## src/rtl/tcb_pkg.sv

```systemverilog
// Shared types and constants of the text console buffer.
// Used by the RAM, the sweep engine, the top level and the checker.
`default_nettype none

package tcb_pkg;

    localparam int DEF_COLUMNS  = 80;
    localparam int DEF_ROWS     = 25;

    localparam int CMD_W        = 3;
    localparam int CHAR_W       = 8;
    localparam int COLOR_W      = 8;
    localparam int COL_PORT_W   = 7;
    localparam int ROW_PORT_W   = 5;
    localparam int LINES_PORT_W = 5;
    localparam int CELL_W       = CHAR_W + COLOR_W;

    localparam logic [CHAR_W-1:0]  SPACE_CODE   = 8'h20;
    localparam logic [CHAR_W-1:0]  NEWLINE_CODE = 8'h0A;
    localparam logic [COLOR_W-1:0] RESET_COLOR  = 8'h07;

    typedef enum logic [CMD_W-1:0] {
        CMD_PUT     = 3'd0,
        CMD_WRITE   = 3'd1,
        CMD_RECOLOR = 3'd2,
        CMD_READ    = 3'd3,
        CMD_CLEAR   = 3'd4,
        CMD_SCROLL  = 3'd5
    } t_cmd;

    typedef enum logic [2:0] {
        ST_INIT,
        ST_INIT_WAIT,
        ST_IDLE,
        ST_RD_WAIT,
        ST_SWEEP,
        ST_DONE
    } t_state;

    // Request from the command sequencer to the sweep engine.
    typedef struct packed {
        logic              start;
        logic [CELL_W-1:0] blank;
    } t_sweep_req;

    // Status and port strobes of the sweep engine.
    typedef struct packed {
        logic busy;
        logic rd_en;
        logic wr_en;
    } t_sweep_sts;

endpackage

`default_nettype wire

```

## src/rtl/tcb_sweep.sv

```systemverilog
// Sweep engine: moves rows up by a number of lines and blanks the rows freed,
// one cell a cycle through the cell RAM. Depends on tcb_pkg.
`default_nettype none

module tcb_sweep
    import tcb_pkg::*;
#(
    parameter int COLUMNS = DEF_COLUMNS,
    parameter int ROWS    = DEF_ROWS,
    localparam int CELLS   = COLUMNS * ROWS,
    localparam int ADDR_W  = $clog2(CELLS),
    localparam int LINES_W = $clog2(ROWS + 1)
) (
    input  wire logic               i_clk,
    input  wire logic               i_rst_n,
    input  wire t_sweep_req         i_req,
    input  wire logic [LINES_W-1:0] i_lines,
    input  wire logic [CELL_W-1:0]  i_rd_data,
    output t_sweep_sts              o_sts,
    output logic      [ADDR_W-1:0]  o_rd_addr,
    output logic      [ADDR_W-1:0]  o_wr_addr,
    output logic      [CELL_W-1:0]  o_wr_data
);

    logic              r_busy;
    logic [ADDR_W-1:0] r_ptr;
    logic [ADDR_W-1:0] r_keep;
    logic [ADDR_W-1:0] r_offset;
    logic [CELL_W-1:0] r_blank;
    logic              r_wv;
    logic [ADDR_W-1:0] r_wa;
    logic              r_wcopy;
    logic              w_copy;

    // Destinations below the kept cell count take a moved cell, the rest a blank.
    assign w_copy = (r_ptr < r_keep);

    always_ff @(posedge i_clk) begin
        if (!i_rst_n) begin
            r_busy <= 1'b0;
            r_wv   <= 1'b0;
        end else begin
            if (i_req.start) begin
                r_busy <= 1'b1;
            end else if (r_busy && (r_ptr == ADDR_W'(CELLS - 1))) begin
                r_busy <= 1'b0;
            end
            r_wv <= r_busy;
        end
    end

    always_ff @(posedge i_clk) begin
        if (i_req.start) begin
            r_ptr    <= '0;
            r_keep   <= ADDR_W'(CELLS - 32'(i_lines) * COLUMNS);
            r_offset <= ADDR_W'(32'(i_lines) * COLUMNS);
            r_blank  <= i_req.blank;
        end else if (r_busy) begin
            r_ptr <= r_ptr + ADDR_W'(1);
        end
        r_wa    <= r_ptr;
        r_wcopy <= w_copy;
    end

    // Source always runs ahead of the destination, so the registered write
    // never lands on a cell still to be read.
    assign o_rd_addr   = r_ptr + r_offset;
    assign o_wr_addr   = r_wa;
    assign o_wr_data   = r_wcopy ? i_rd_data : r_blank;
    assign o_sts.busy  = r_busy | r_wv;
    assign o_sts.rd_en = r_busy & w_copy;
    assign o_sts.wr_en = r_wv;

endmodule

`default_nettype wire

```

## config.mk

```make
export PLATFORM = sky130hd
export DESIGN_NAME = tcb_sweep
export DESIGN_NICKNAME = d
export VERILOG_FILES = /design/src/rtl/tcb_pkg.sv /design/src/rtl/tcb_sweep.sv
export SDC_FILE = /design/constraint.sdc
export NUM_CORES = 1
export LEC_CHECK = 0
export ABC_AREA = 1
export CAP_MARGIN = 20
export CORE_MARGIN = 10
export CORE_UTILIZATION = 50
export DETAILED_ROUTE_END_ITERATION = 8
export DONT_BUFFER_PORTS = 1
export PLACE_DENSITY = 0.76
export SLEW_MARGIN = 20
export SYNTH_ARGS = -nofsm -noshare
export SYNTH_HDL_FRONTEND = slang
export SYNTH_SLANG_ARGS = --single-unit
```

## constraint.sdc

```tcl
create_clock -name i_clk -period 2.54 [get_ports i_clk]
set_clock_uncertainty 0.05 [all_clocks]
set_input_delay 0.508 -clock i_clk [delete_from_list [all_inputs] [get_ports i_clk]]
set_output_delay 0.508 -clock i_clk [all_outputs]
set_load 0.01 [all_outputs]
```

==> results of run 1 <==
==> metal layers <==
layer  track usage [%]  routed length, µm
met5                 0                  0
met4              3.86                 70
met3              4.48                365
met2              21.3               2720
met1              12.2               1950
==> flip-flops by register name, summed over array words and instances (netlist names) <==
signal	count
r_offset	7
r_busy	1
r_blank	16
r_ptr	11
r_keep	6
r_wv	1
r_wcopy	1
o_wr_addr	11
==> cells by family after synthesis <==
logic type                 after synthesis
AOI/OAI and AO/OA                       18
xor gates and xnor gates                 7
adders and majority gates               22
buffers and inverters                   40
DFF                                     54
muxes                                   16
and+or+nand+nor                        104
==> Yosys cell counts <==
master and instances:
nor3_1 3, dfxtp_1 25, xnor2_1 5, edfxtp_1 29, nand3_1 20, or2_1 1, inv_2 1, nor2_2 1
nor2_1 24, fa_1 2, nand4_1 1, ha_1 20, inv_1 30, mux2_2 6, a21oi_1 14, nand2_1 49
buf_4 5, xor2_1 2, a21o_1 1, mux2_4 10, nand3b_1 1, buf_6 3, o21ai_0 3, or2_2 2
nor2_4 2, clkinv_1 1
==> final timing paths <==
check / slack [ns] / to / start
worst min register to register: 0.38 / o_wr_addr[4] / r_ptr[4]
worst max register to register: 1.15 / r_ptr[6] / r_ptr[0]
worst min-delay path: 0.22 / r_ptr[4] / i_req[16]
worst max-delay path: 0.13 / o_rd_addr[8] / r_ptr[4]
==> layout make-up <==
class / count / area [µm²]
clock buffer: 6 / 72.6
clock inverter: 2 / 13.8
fill: 478 / 2350
inverter: 32 / 120
multi-input combinational: 167 / 1110
sequential: 54 / 1380
tap: 70 / 87.6
timing repair buffer: 1 / 7.51
==> metrics by stage <==
stage	cell area (µm²)	setup slack (ns)	utilization, %	hold slack [ns]	power [mW]
floorplan	2680	0.374	-	0.327	1.20
CTS	2790	0.0636	54.2	0.209	1.69
finish	2790	0.135	54.3	0.217	1.66
detailed placement	2700	0.286	52.5	0.402	1.23
global route	2790	0.0215	54.3	0.212	1.75
global placement	2700	0.328	52.5	0.390	1.22
==> repair_timing <==
action | 4_1_cts | 5_1_grt
resized for setup | 1 | 3
setup endpoints to repair | 2 | 1
cloned | 0 | 0
==> power by group through the flow <==
stage / Combinational (mW) / Clock, mW / Sequential (mW)
after CTS: 0.188 / 0.478 / 1.02
final: 0.183 / 0.460 / 1.02
after detailed placement: 0.187 / 0 / 1.04
after global placement: 0.183 / 0 / 1.04
after global routing: 0.210 / 0.509 / 1.03
after floorplan: 0.171 / 0 / 1.02
==> metrics.md, run 1 <==
| Metric | Value |
|---|---|
| Crit path max fanout | `7` |
| Drt wl/cell | `15.4 µm` |
| Multiplexer area fraction after synthesis | `8.14%` |
| Yosys top cell area share | `32.6%` |
| Final WL | `5.10 mm` |
| Remaining DRCs | `0` |
| CP endpoint kind | `output pin` |
| CTS Hold Buffers Added | `0` |
| Final setup viols | `0` |
| Seq cells post-synth | `54` |
| Commonest non-fill, non-tap cells in the layout | `49 x nand2_1, 30 x inv_1, 29 x edfxtp_1` |
| Via/cell ratio | `5.00` |
| DIE HEIGHT | `93.1 µm` |
| Sequential fraction of the synthesis area | `51.3%` |
| LEAKAGE | `1.25 nW` |
| Cell area power density | `595 mW/mm²` |
| Post-Syn Nets | `323` |
| Worst Path Class, Setup | `reg -> out` |
| Largest net degree at the start of global routing | `33` |
| Full die area | `0.00868 mm²` |
| Post-synth top area cell | `edfxtp_1` |
| GRT Total Usage | `11.7%` |
| Clock Latency Late Sink | `0.30 ns` |
| Synth top area cells | `edfxtp_1 33%, dfxtp_1 19%, ha_1 9.4%` |
| Cells after synthesis | `261` |
| Die width | `93.1 µm` |
| Final hold viol count | `0` |
| Core area | `0.00514 mm²` |
| CTS tree | `built` |
| Ant. Diodes | `0` |
| Setup total negative slack | `0 ns` |
| WHS Path Cells | `1` |
| WP buf/inv | `2` |
| Main combinational cell family by area after synthesis | `simple AND/OR/NAND/NOR gates` |
| FMAX | `416 MHz` |
| Psw | `0.401 mW` |
| Headroom to the max-slew limit | `72.5%` |
| Placer Congestion | `0.843` |
| VDD IR max | `0.230 mV` |
| Detailed-router iteration count before antenna repair | `4` |
| Final period utilization | `94.7%` |
| Global-route wire length before repair | `8.27 mm` |
| Gate power share | `11.0%` |
| Commonest non-fill, non-tap cell in the layout | `nand2_1` |
| Initial Utilization | `52.0%` |
| Root buffer cell | `clkbuf_8` |
| Post-synthesis compound-gate area fraction | `3.46%` |
| Initial antenna violation count | `0` |
| Site Rows | `26` |
| Simple-gate share of the synthesized area | `16.8%` |
| Critical-path cell list | `ha_2, inv_1, fa_1, inv_1, nand2_1, nand2_1, nand2_1, xnor2_1` |
| CP Data Required Time | `1.98 ns` |
| H-tree depth | `2` |
| Tmin final | `2.41 ns` |
| Num CTS Buffers | `5` |
| Mapped cell area | `0.00268 mm²` |
| # IOs | `81` |
| Worst r2r path cells | `6` |
| Sequential cell fraction of total power | `61.3%` |
| DRT iter0 DRCs | `41` |
| Clock power share | `27.7%` |
| Final HPWL DP | `4.10 mm` |
| Fin nets | `323` |
| Non-filler cells, final | `332` |
| Stages on worst setup path | `8` |
| Number of port buffers | `0` |
| Switching share of power | `24.2%` |
| Critical Path Most Common Cell | `nand2_1` |
| Worst Setup Start Kind | `flop` |
| Synth-to-Final Area Change | `4.40%` |
| Vias in the first global route | `1730` |
| Clock buffer depth | `2` |
| Delay-heaviest family, CP | `adder cells` |
| Setup repair after global routing missed its margin | `false` |
| Grt ovf | `0` |
| Vias | `1660` |
| Clk slew on worst S/H paths | `0.10 ns` |
| Yosys warnings | `0` |
| CP max-delay cell | `dfxtp_4` |
| Largest stage delay, worst path | `0.40 ns` |
| Outcome | `finished clean` |
| Synth Area in Adders | `10.9%` |
| Setup bufs post-CTS | `0` |
| Max-Cap Viols | `0` |
| ANT nets after route | `0` |
| XOR/XNOR Fraction of Synth Area | `2.29%` |
| Yosys cell types | `26` |
| Hold Crit Class | `in -> reg` |
| Actual slew at the worst max-slew pin | `0.411 ns` |
| Synth Area per Inst | `10.2 µm²` |
| Clock sink total | `54` |
| Slew Limit Fails | `0` |
| Layout cells sized above 1 | `12.6%` |
| Worst EP arrival | `1.85 ns` |
| P_int | `1.26 mW` |
| DP Cell Count | `324` |
(Power assumes the default switching activity.)
==> inputs of run 2 (changes only) <==
==> constraint.sdc (replaced) <==
create_clock -name i_clk -period 2.54 [get_ports i_clk]
set_clock_uncertainty 0.05 [all_clocks]
set_input_delay 0.508 -clock i_clk [delete_from_list [all_inputs] [get_ports i_clk]]
set_output_delay 0.508 -clock i_clk [all_outputs]
set_load 0.02 [all_outputs]
==> run 2 against run 1 <==
Effect of this change: clock power up 25%; first-iteration DRC count down 32%; highest routed layer unchanged; critical path type unchanged; largest cell class unchanged; routed wire length down 0.45%.
==> metrics.md, run 2 (synthesized netlist as in run 1, its figures left out) <==
| Metric | Value |
|---|---|
| Outcome | `finished clean` |
| Final setup viols | `0 (unchanged)` |
| CP endpoint kind | `output pin` |
| Detailed-router iteration count before antenna repair | `4 (unchanged)` |
| Ant. Diodes | `0 (unchanged)` |
| Setup total negative slack | `0 ns (unchanged)` |
| Final hold viol count | `0 (unchanged)` |
| Full die area | `0.00868 mm² (unchanged)` |
| Max reg flops | `16 (unchanged)` |
| Synth-to-Final Area Change | `7.02%` |
| Site Rows | `26 (unchanged)` |
| Clock sink total | `54 (unchanged)` |
| Clk slew on worst S/H paths | `0.09 ns (about the same)` |
| Remaining DRCs | `0 (unchanged)` |
| Max layer used | `met4` |
| Grt ovf | `0 (unchanged)` |
| Largest stage delay, worst path | `0.39 ns (about the same)` |
| Clock buffer depth | `2 (unchanged)` |
| Vias in the first global route | `1776 (+2.7%)` |
| Die width | `93.1 µm (unchanged)` |
| Layout cells sized above 1 | `15.0% (+2.4 points)` |
| CP Data Required Time | `1.98 ns (about the same)` |
| Number of port buffers | `0 (unchanged)` |
| Fillers | `470 (-1.7%)` |
| Reg with most FFs | `r_blank` |
| Slew Limit Fails | `0 (unchanged)` |
| DRT iter0 DRCs | `28 (-32%)` |
| Non-filler cells, final | `337 (+1.5%)` |
| Fin nets | `328 (+1.5%)` |
| ANT nets after route | `0 (unchanged)` |
| Hold Crit Class | `in -> reg` |
| Crit path max fanout | `3 (-4)` |
| Worst EP arrival | `1.85 ns (about the same)` |
| DP Cell Count | `328 (+1.2%)` |
| Commonest non-fill, non-tap cell in the layout | `nand2_1` |
| Cell area power density | `633 mW/mm² (+6.4%)` |
| Critical-path cell list | `ha_2, inv_1, fa_1, inv_1, nand2_1, nand2_1, nand3_1, nand2_1, nand2_1, nand2_2` |
| # IOs | `81 (unchanged)` |
| Initial Utilization | `52.0% (unchanged)` |
| Worst Setup Start Kind | `flop` |
| Setup repair after global routing missed its margin | `false` |
| Drt wl/cell | `15.1 µm (-1.9%)` |
| Global-route wire length before repair | `8.17 mm (-1.2%)` |
| Critical Path Most Common Cell | `nand2_1` |
| Initial antenna violation count | `0 (unchanged)` |
| DIE HEIGHT | `93.1 µm (unchanged)` |
| H-tree depth | `2 (unchanged)` |
| Final HPWL DP | `4.05 mm (-1.2%)` |
| CTS tree | `built` |
| CP max-delay cell | `fa_1` |
| Max-Cap Viols | `0 (unchanged)` |
| Headroom to the max-slew limit | `66.7% (-5.9 points)` |
| LEAKAGE | `1.29 nW (+3.1%)` |
| Vias | `1703 (+2.6%)` |
| Metal3 WL | `378 µm (+3.6%)` |
| R2r setup slk | `1.09 ns (-0.06 ns)` |
| WL met2 | `2.73 mm (+0.63%)` |
| GRT Total Usage | `11.5% (-0.28 points)` |
| Power consumption | `1.81 mW (+9.1%)` |
| Largest net degree at the start of global routing | `33 (unchanged)` |
| FMAX | `415 MHz (-0.25%)` |
| Clock Latency Late Sink | `0.30 ns (about the same)` |
| Actual slew at the worst max-slew pin | `0.496 ns (+0.0851 ns)` |
| Placer Congestion | `0.894 (+6.1%)` |
| Final period utilization | `94.9% (+0.23 points)` |
| Num CTS Buffers | `5 (unchanged)` |
| Core area | `0.00514 mm² (unchanged)` |
| Final WL | `5.08 mm (-0.45%)` |
| Root buffer cell | `clkbuf_8` |
| VDD IR max | `0.262 mV (+14%)` |
| Tmin final | `2.41 ns (+0.00592 ns)` |
| Worst Path Class, Setup | `reg -> out` |
| Via/cell ratio | `5.05 (+1.1%)` |
| Met1 Wirelength | `1.93 mm (-1.0%)` |
| Commonest non-fill, non-tap cells in the layout | `48 x nand2_1, 30 x inv_1, 29 x edfxtp_1` |
[run 2: cell types whose count changed in the layout (fill, tap and decap cells not counted)]
cell / delta
inv_6: +1
buf_4: +5
bufinv_16: +1
clkinv_2: -1
nand2_2: +1
nand2_1: -1
clkbuf_1: -1
[run 2: path summary, 6_finish.rpt]
check,start,to,depth (start not counted)
worst min register to register,r_ptr[5],o_wr_addr[5],0
worst min-delay path,i_req[16],r_ptr[4],1
worst max-delay path,r_ptr[4],o_rd_addr[10],10
worst max register to register,r_ptr[0],r_ptr[6],6
[run 2: power breakdown]
group	switching, mW	leakage [nW]	internal, mW
logic	0.134	0.741	0.0859
registers	0.0325	0.488	0.986
clock network	0.274	0.0587	0.299
[run 2: metal layers]
layer | track usage (%) | up-vias
met1 | 11.4 | 780
met3 | 4.88 | 6
li1 | - | 871
met4 | 3.98 | 0
met5 | 0 | -
met2 | 20.9 | 46
[run 2: final cells by class]
class	instances	area [µm²]	share of cell area [%]
multi-input cells	167	1120	39.0
clock buffers	5	68.8	2.40
flip-flops and latches	54	1380	48.1
inverters	32	120	4.20
repair buffers	6	45.0	1.57
clock inverters	3	47.5	1.66
well taps	70	87.6	3.06
[run 2: what timing repair did]
action	4_1_cts	5_1_grt
gates resized for setup	1	4
setup endpoints to repair	2	2
hold buffers	0	0
buffers inserted	0	1
[run 2: worst max-delay path: cells and delay by family (launching register included)]
kind,cells,cell delay [ns]
flops,1,0.38
simple gates,6,0.46
buf+inv,2,0.13
fa+ha+maj,2,0.59
[run 2: metrics by stage]
step           area [µm²]  util (%)  hold WS [ns]  setup WS [ns]
2_1_floorplan        2680         -         0.327          0.362
6_report             2860      55.7         0.219          0.129
3_5_place_dp         2730      53.1         0.401          0.260
5_1_grt              2860      55.7         0.208         0.0189
3_3_place_gp         2730      53.1         0.397          0.326
4_1_cts              2850      55.4         0.208        0.00614
==> inputs of run 3 (changes only) <==
--- a/config.mk
+++ b/config.mk
@@ -12,6 +12,7 @@
 export DETAILED_ROUTE_END_ITERATION = 8
 export DONT_BUFFER_PORTS = 1
 export PLACE_DENSITY = 0.76
+export SETUP_SLACK_MARGIN = 0.4
 export SLEW_MARGIN = 20
 export SYNTH_ARGS = -nofsm -noshare
 export SYNTH_HDL_FRONTEND = slang
==> run 3 against run 2 <==
Effect of this change: hold slack gained 0.011 ns; critical path depth fell by 3; register-to-register slack worse by 0.04 ns.
==> metrics.md, run 3 (synthesized netlist as in run 1, its figures left out) <==
| Metric | Value |
|---|---|
| Outcome | `finished clean` |
| WP buf/inv | `4 (+2)` |
| Full die area | `0.00868 mm² (unchanged)` |
| FMAX | `430 MHz (+3.7%)` |
| DRT iter0 DRCs | `55 (+96%)` |
| Delay-heaviest family, CP | `adder cells` |
| Critical-path cell list | `ha_4, inv_2, fa_2, buf_4, buf_4, xnor2_2, buf_6` |
| Clock power share | `26.7% (-4.9 points)` |
| Layout cells sized above 1 | `25.3% (+10 points)` |
| Final period utilization | `91.5% (-3.4 points)` |
| Commonest non-fill, non-tap cell in the layout | `nand2_1` |
| Tmin final | `2.33 ns (-0.0857 ns)` |
| Dpl ws | `0.306 ns (+0.0466 ns)` |
| LEAKAGE | `1.30 nW (+1.3%)` |
| Max reg flops | `16 (unchanged)` |
| Largest net degree at the start of global routing | `33 (unchanged)` |
| Cell area power density | `580 mW/mm² (-8.4%)` |
| Clock Latency Late Sink | `0.30 ns (about the same)` |
| Gate power share | `14.2% (+2.0 points)` |
| CP max-delay cell | `edfxtp_1` |
| Final setup viols | `0 (unchanged)` |
| Vias in the first global route | `1758 (-1.0%)` |
| ANT nets after route | `0 (unchanged)` |
| Final hold viol count | `0 (unchanged)` |
| Final HPWL DP | `4.10 mm (+1.3%)` |
| Setup repair after global routing missed its margin | `true` |
| Ant. Diodes | `0 (unchanged)` |
| Synth-to-Final Area Change | `12.2%` |
| Fillers | `435 (-7.4%)` |
| CP endpoint kind | `output pin` |
| Vias | `1768 (+3.8%)` |
| Clock sink total | `54 (unchanged)` |
| # IOs | `81 (unchanged)` |
| Initial antenna violation count | `0 (unchanged)` |
| Commonest non-fill, non-tap cells in the layout | `43 x nand2_1, 29 x edfxtp_1, 26 x inv_1` |
| FF/Latch Area | `0.00138 mm² (+0.45%)` |
| GRT Total Usage | `12.4% (+0.89 points)` |
| Psw | `0.454 mW (+2.8%)` |
| Fin util | `58.4% (+2.7 points)` |
| Switching share of power | `26.1% (+1.7 points)` |
| Headroom to the max-slew limit | `72.9% (+6.2 points)` |
| Critical Path Most Common Cell | `buf_4` |
| Final WL | `5.44 mm (+7.2%)` |
| Core area | `0.00514 mm² (unchanged)` |
| CP Data Required Time | `1.98 ns (about the same)` |
| Hold Crit Class | `in -> reg` |
| Number of port buffers | `0 (unchanged)` |
| Actual slew at the worst max-slew pin | `0.407 ns (-0.0899 ns)` |
| Reg with most FFs | `r_blank` |
| Grt ovf | `0 (unchanged)` |
| Clk slew on worst S/H paths | `0.09 ns (about the same)` |
| Die width | `93.1 µm (unchanged)` |
| Setup total negative slack | `0 ns (unchanged)` |
| Remaining DRCs | `0 (unchanged)` |
| Worst Path Class, Setup | `reg -> out` |
| CTS tree | `built` |
| Num CTS Buffers | `5 (unchanged)` |
| VDD IR max | `0.268 mV (+2.1%)` |
| P_int | `1.29 mW (-6.2%)` |
| Slew Limit Fails | `0 (unchanged)` |
| Detailed-router iteration count before antenna repair | `4 (unchanged)` |
| Placer Congestion | `0.832 (-7.0%)` |
| Footprint of the multi-input gates | `0.00126 mm² (+13%)` |
| Largest stage delay, worst path | `0.39 ns (about the same)` |
| DIE HEIGHT | `93.1 µm (unchanged)` |
| Root buffer cell | `clkbuf_8` |
| Fin worst setup slack | `0.215 ns (+0.0857 ns)` |
| H-tree depth | `2 (unchanged)` |
| Worst Setup Start Kind | `flop` |
| Fin nets | `330 (+0.61%)` |
| Sequential cell fraction of total power | `59.0% (+2.8 points)` |
| Worst hold-check slack | `0.230 ns (+0.0107 ns)` |
| Worst EP arrival | `1.77 ns (-0.08 ns)` |
| Via/cell ratio | `5.22 (+3.2%)` |
| Drt wl/cell | `16.0 µm (+6.5%)` |
| Crit path max fanout | `2 (-1)` |
| Site Rows | `26 (unchanged)` |
| Global-route wire length before repair | `8.58 mm (+5.0%)` |
| Clock buffer depth | `2 (unchanged)` |
| Initial Utilization | `52.0% (unchanged)` |
| Max-Cap Viols | `0 (unchanged)` |
==> run 3: worst register-to-register path: stages (launching register included) <==
cell	delay, ns
dfxtp_1	0.54
ha_1	0.27
nand3_1	0.13
nor2_4	0.18
nand3_1	0.09
nand2_1	0.08
nor2_1	0.05
==> run 3: cell type report <==
cell class	instances	area share, %
Timing Repair Buffer	8	2.13
Clock inverter	3	0.667
Sequential cell	54	46.1
Inverter	32	4.00
Clock buffer	5	2.29
Tap cell	70	2.92
Multi-Input combinational cell	167	41.9
==> run 3: path summary, 6_finish.rpt <==
kind	from	end	slack, ns	cells after the start
worst max-delay path	r_offset[4]	o_rd_addr[6]	0.21	7
worst min-delay path	i_req[16]	r_ptr[4]	0.23	1
worst max register to register	r_ptr[0]	r_ptr[6]	1.05	6
worst min register to register	r_ptr[5]	o_wr_addr[5]	0.40	0
==> run 3: per-stage QoR <==
stage               instances  total power [mW]  instance area (µm²)
finish                    339              1.74                 3000
global route              339              1.82                 3000
CTS                       338              1.75                 2960
detailed placement        326              1.26                 2720
global placement          326              1.26                 2720
floorplan                 261              1.23                 2690
==> run 3: per-layer routing <==
layer | track usage [%] | vias up | wire length [µm]
met5 | 0 | - | 0
met4 | 5.14 | 0 | 116
met3 | 4.32 | 10 | 356
met2 | 22.8 | 55 | 2950
met1 | 12.3 | 832 | 2020
li1 | - | 871 | -
==> run 3: power groups by stage <==
stage          logic (mW)  registers (mW)  clock network, mW
6_report            0.248            1.03              0.465
5_1_grt             0.275            1.03              0.514
4_1_cts             0.240            1.03              0.480
3_5_place_dp        0.217            1.05                  0
3_3_place_gp        0.212            1.04                  0
2_1_floorplan       0.202            1.03                  0
==> run 3: what timing repair did <==
item,in CTS,in global routing
hold buffers,0,0
pin swaps,7,7
endpoints found under the hold margin,0,0
resized for setup,28,8
setup endpoints to repair,7,7
setup buffers,4,1
